### src/sv/fba_pkg.sv
// Package for the frame bitmap allocator: word types, request kinds, constants.
// No dependencies.
package fba_pkg;

	localparam int NUM_FRAMES_DEF  = 65536;
	localparam int FRAME_BYTES_DEF = 4096;
	localparam int WORD_BITS_DEF   = 64;
	localparam int QUEUE_DEPTH     = 2;

	typedef enum logic [2:0] {
		KIND_ALLOC   = 3'd0,
		KIND_FREE    = 3'd1,
		KIND_RESERVE = 3'd2,
		KIND_QUERY   = 3'd3,
		KIND_RELEASE = 3'd4
	} kind_t;

	typedef enum logic [1:0] {
		ST_OK       = 2'd0,
		ST_NO_FREE  = 2'd1,
		ST_RES_FAULT = 2'd2
	} status_t;

	typedef enum logic [1:0] {
		CFG_FRAME_LIMIT  = 2'd0,
		CFG_PROT_BASE    = 2'd1,
		CFG_PROT_COUNT   = 2'd2,
		CFG_LOW_RESERVED = 2'd3
	} cfg_idx_t;

	typedef struct packed {
		logic [2:0]  kind;
		logic [47:0] phys_address;
		logic [19:0] frame_number;
		logic [20:0] frame_count;
	} req_t;

	typedef struct packed {
		logic [1:0]  status;
		logic [27:0] frame_address;
		logic        found;
		logic        is_used;
	} rsp_t;

	// Classified request handed from front to back. Frame numbers are 21 bits
	// so every 20-bit frame number and the limit fit; an address-derived frame keeps its low 21 bits.
	typedef struct packed {
		kind_t       kind;
		logic        bad_kind;
		logic        in_range;   // single-frame op target below limit
		logic [20:0] frame;      // single target, or first frame of region
		logic [20:0] last;       // region end (exclusive, clamped to limit)
	} cmd_t;

	typedef enum logic [2:0] {
		BK_IDLE,
		BK_READ,
		BK_EXEC,
		BK_WRITE,
		BK_OUT
	} bk_state_t;

endpackage

### src/sv/fba_front.sv
// Front end: decodes requests, range checks, pushes commands into a small queue.
// Depends on fba_pkg.
module fba_front import fba_pkg::*; #(
	parameter int FRAME_BYTES = FRAME_BYTES_DEF
) (
	input  logic        clk,
	input  logic        arst_n,
	input  logic        in_valid,
	output logic        in_ready,
	input  req_t        req,
	input  logic [20:0] lim,
	output logic        cmd_valid,
	input  logic        cmd_pop,
	output cmd_t        cmd
);
	localparam int SH = $clog2(FRAME_BYTES);

	cmd_t             q_q [QUEUE_DEPTH];
	logic             wp_q, rp_q;
	logic [1:0]       cnt_q;
	cmd_t             nc;
	logic [47:0]      fa;
	logic [21:0]      endx;
	logic             push;

	assign in_ready  = (cnt_q != 2'(QUEUE_DEPTH));
	assign cmd_valid = (cnt_q != 2'd0);
	assign cmd       = q_q[rp_q];
	assign push      = in_valid && in_ready;

	always_comb begin
		fa   = req.phys_address >> SH;
		endx = {2'b0, req.frame_number} + {1'b0, req.frame_count};
		nc          = '0;
		nc.kind     = kind_t'(req.kind);
		nc.bad_kind = (req.kind > 3'(KIND_RELEASE));
		if (req.kind == 3'(KIND_FREE)) begin
			nc.in_range = (fa < {27'd0, lim});
			nc.frame    = fa[20:0];
		end else begin
			nc.in_range = ({1'b0, req.frame_number} < lim);
			nc.frame    = {1'b0, req.frame_number};
		end
		nc.last = (endx > {1'b0, lim}) ? lim : endx[20:0];
	end

	always_ff @(posedge clk) begin
		if (push) begin
			q_q[wp_q] <= nc;
		end
	end

	always_ff @(posedge clk or negedge arst_n) begin
		if (!arst_n) begin
			wp_q  <= 1'b0;
			rp_q  <= 1'b0;
			cnt_q <= '0;
		end else begin
			if (push) wp_q <= ~wp_q;
			if (cmd_pop) rp_q <= ~rp_q;
			cnt_q <= cnt_q + 2'(push) - 2'(cmd_pop);
		end
	end
endmodule

### config.mk
export PLATFORM = sky130hd
export DESIGN_NAME = fba_front
export DESIGN_NICKNAME = d
export VERILOG_FILES = /design/src/sv/fba_pkg.sv /design/src/sv/fba_front.sv
export SDC_FILE = /design/constraint.sdc
export NUM_CORES = 1
export LEC_CHECK = 0
export ABC_AREA = 1
export BUFFER_PORTS_ARGS = -buffer_cell sky130_fd_sc_hd__buf_4
export CORE_MARGIN = 2
export CORE_UTILIZATION = 53
export CTS_CLUSTER_DIAMETER = 40
export DETAILED_ROUTE_END_ITERATION = 12
export MAX_ROUTING_LAYER = met4
export PLACE_DENSITY = 0.77
export REMOVE_ABC_BUFFERS = 1
export SETUP_SLACK_MARGIN = 0.5
export SLEW_MARGIN = 20
export SYNTH_ARGS = -nofsm -noshare
export SYNTH_HDL_FRONTEND = slang
export SYNTH_SLANG_ARGS = --single-unit
### constraint.sdc
create_clock -name clk -period 3.8 [get_ports clk]
set_input_delay 0.57 -clock clk [delete_from_list [all_inputs] [get_ports clk]]
set_output_delay 0.57 -clock clk [all_outputs]
set_load 0.02 [all_outputs]
==> run metrics <==
routability congestion estimate between 0.9 and 1; Netlist Area Pre-Place 7020 um^2; Area Growth Syn to Fin 41.9%; part of the power in registers about a third; FF-to-FF path depth 4; Initial DRT Pass Iterations 5; Crit Path Max Fanout 6; Finished Core Util about three quarters; Mean Syn Cell Area 9.43 um^2; Starting DRT DRC Count 480; NumNets Final about 1200; CP max stage cell fa_2; clk_lat worst skew ~0.36 ns; CTS tree yes; fin crit share 88.6%; # IOs roughly 170; routed via count 6310; Global Route Usage Sum between 20 and 30%; final setup fails 0; switching share of power between 30% and 40%; Max Slew Vio Count 0; initial antenna violation count 0; DRC viols 0; status complete, no violations; final worst setup slack 0.435 ns; area post-placement about 8600 um^2; Hold Path Class in2reg; asr flop ratio synth between 4 and 5%; Rel. slew slack about two fifths; most frequent cell after synthesis nand2_1; Initial Util around 54%; Post-Synthesis Cells between 700 and 800; dpl hpwl between 10000 and 15000 um; power consumption between 5 and 6 mW; Hold Path Sink rp_q$_DFFE_PN0P_; GRT overflow 0; Netlist cell types 43; first-pass GRT wire length 29900 um; Max Cap Viol 0; Clock transition at path regs ~0.060 ns; share of post-route cells with drive strength above 1 roughly 47%; R2R Path Start cnt_q[1]$_DFF_PN0_; Port Buf Inserts ~150; ant diodes 0; CTS Sinks 98; pre-CTS setup slack -0.0714 ns; actual slew at the worst max-slew pin between 0.9 and 1 ns; CTS Buffer Depth 2; Switch Pwr 1.87 mW; Hold Startpoint cmd_pop; register area share after synthesis between 40% and 50%; r2r setup slk between 1.5 and 2 ns; Die Ht approximately 120 um; top_reg_cell synth edfxtp_1; clock share of power 17.9%; routed len/inst around 18 um; crit path DAT between 3 and 4 ns; RSZ-0062 raised after global routing true; CP Class in2reg; fin area ~10000 um^2; reg-to-reg endpoint q_q[1][25]$_DFFE_PP_; die area about 14000 um^2; CTS Root Cell clkbuf_16; area leader, netlist edfxtp_1; Startpoint Class primary input; internal power around 3.2 mW; largest net degree at the start of global routing 32; top cells by area, synth edfxtp_1, ha_1, nand2_1; power per cell area around 500 nW/um^2; post-synth top area share 40.2%; Pleak 4.52 nW; ANT nets after route 0; fmax about 300 MHz; number of buffers created by CTS 9; CP endpoint kind register; number of flops mapped to enable cells by yosys 94; Cell Rows 42; CP dominant cell by count nand2_2; vias in the first global route ~5900; final worst path period need between 3 and 4 ns; post-synthesis register bit count between 90 and 100; Hold Path Cell Cnt 2; # H-tree levels 3; Total Wirelength between 20000 and 25000 um; Vias/cell between 5 and 6; CORE AREA about 13000 um^2; Comb power frac between 40% and 50%; Max VDD drop around 0.28 mV; Ys Warns 0; commonest cells in the netlist nand2_1, edfxtp_1, ha_1, inv_1, mux2_2; critical path data required time 3.91 ns; Hold Vio Cnt, Final 0; Die X about 120 um; Final Skew 0.00509 ns; CP peak stage delay approximately 0.36 ns
routing by layer:
layer  track usage, %  up-vias  share of wire (%)
li1                 -     3012                  -
met1             36.3     3023                 42
met2             46.0      240                 50
met3             3.74       35                5.7
met4             9.67        0                2.2
met5                -        -                  0
metrics by stage:
| stage | hold slack, ns | setup TNS [ns] | instances |
|---|---|---|---|
| 2_1_floorplan | 0.274 | 0 | 729 |
| 3_3_place_gp | 0.369 | -2.17 | 1100 |
| 3_5_place_dp | 0.372 | -2.12 | 1100 |
| 4_1_cts | 0.393 | 0 | 1128 |
| 5_1_grt | 0.402 | 0 | 1139 |
| 6_report | 0.392 | 0 | 1139 |
power by group through the flow:
| stage | Combinational, mW | Clock, mW | Sequential [mW] |
|---|---|---|---|
| after detailed placement | 2.13 | 0 | 1.68 |
| final | 2.47 | 0.902 | 1.66 |
| after global placement | 2.11 | 0 | 1.67 |
| after floorplan | 1.27 | 0 | 1.68 |
| after global routing | 2.64 | 0.934 | 1.69 |
| after CTS | 2.27 | 0.905 | 1.66 |
state kept, by name, summed over array words and instances, names as in the netlist:
signal	flops
cnt_q	2
rp_q	1
wp_q	1
q_q	94
critical path: cells and delay by family:
kind | cells | cell delay [ns]
simple gates | 18 | 1.34
fa+ha+maj | 3 | 0.73
buf+inv | 5 | 0.43
compound gates | 1 | 0.19
xor+xnor | 1 | 0.18
cell families after synthesis:
family                     Yosys count  synth area share, %
xor gates and xnor gates            15                 1.87
and+or+nand+nor                    328                 21.4
AOI/OAI and AO/OA                   85                 7.24
muxes                               47                 7.54
adders and majority gates           83                 14.9
buffers and inverters               88                 5.35
DFF                                 98                 41.7
layout make-up:
| class | instances | area (um^2) |
|---|---|---|
| clock buffers | 11 | 233 |
| clock inverters | 5 | 55.1 |
| fillers | 856 | 3130 |
| inverters | 73 | 279 |
| multi-input cells | 558 | 4510 |
| flip-flops and latches | 98 | 2920 |
| well taps | 176 | 220 |
| repair buffers | 218 | 1740 |
worst max-delay path by stage:
stage	start	end	slack [ns]	cells after the start
2_1_floorplan	req[0]	q_q[0][20]$_DFFE_PP_	0.16	26
3_5_place_dp	req[21]	q_q[1][17]$_DFFE_PP_	-0.07	26
4_1_cts	req[0]	q_q[1][1]$_DFFE_PP_	0.50	28
5_1_grt	req[32]	q_q[1][17]$_DFFE_PP_	0.35	23
6_report	req[0]	q_q[1][11]$_DFFE_PP_	0.43	28
3_3_place_gp	req[21]	q_q[0][17]$_DFFE_PP_	-0.07	26
placed cells by master, fill, tap and decap left out, types with 9 or more instances in the layout:
cell type,instances
buf_4,205
nand2_1,144
edfxtp_1,94
inv_1,60
ha_1,60
nand2_2,53
mux2_2,47
a21oi_1,32
nand3_1,30
nor2_1,27
nand2_4,23
ha_4,21
nand4_1,14
o21ai_0,12
inv_2,11
a21oi_4,9
clkbuf_16,9
what timing repair did:
action | 4_1_cts | 5_1_grt
hold endpoints to repair | 4 | 0
cloned | 2 | 0
hold buffers | 1 | 0
endpoints found under the setup margin | 42 | 42
pin swaps | 25 | 52
setup buffers | 9 | 11
resized for setup | 64 | 105
(Power assumes the default switching activity.)
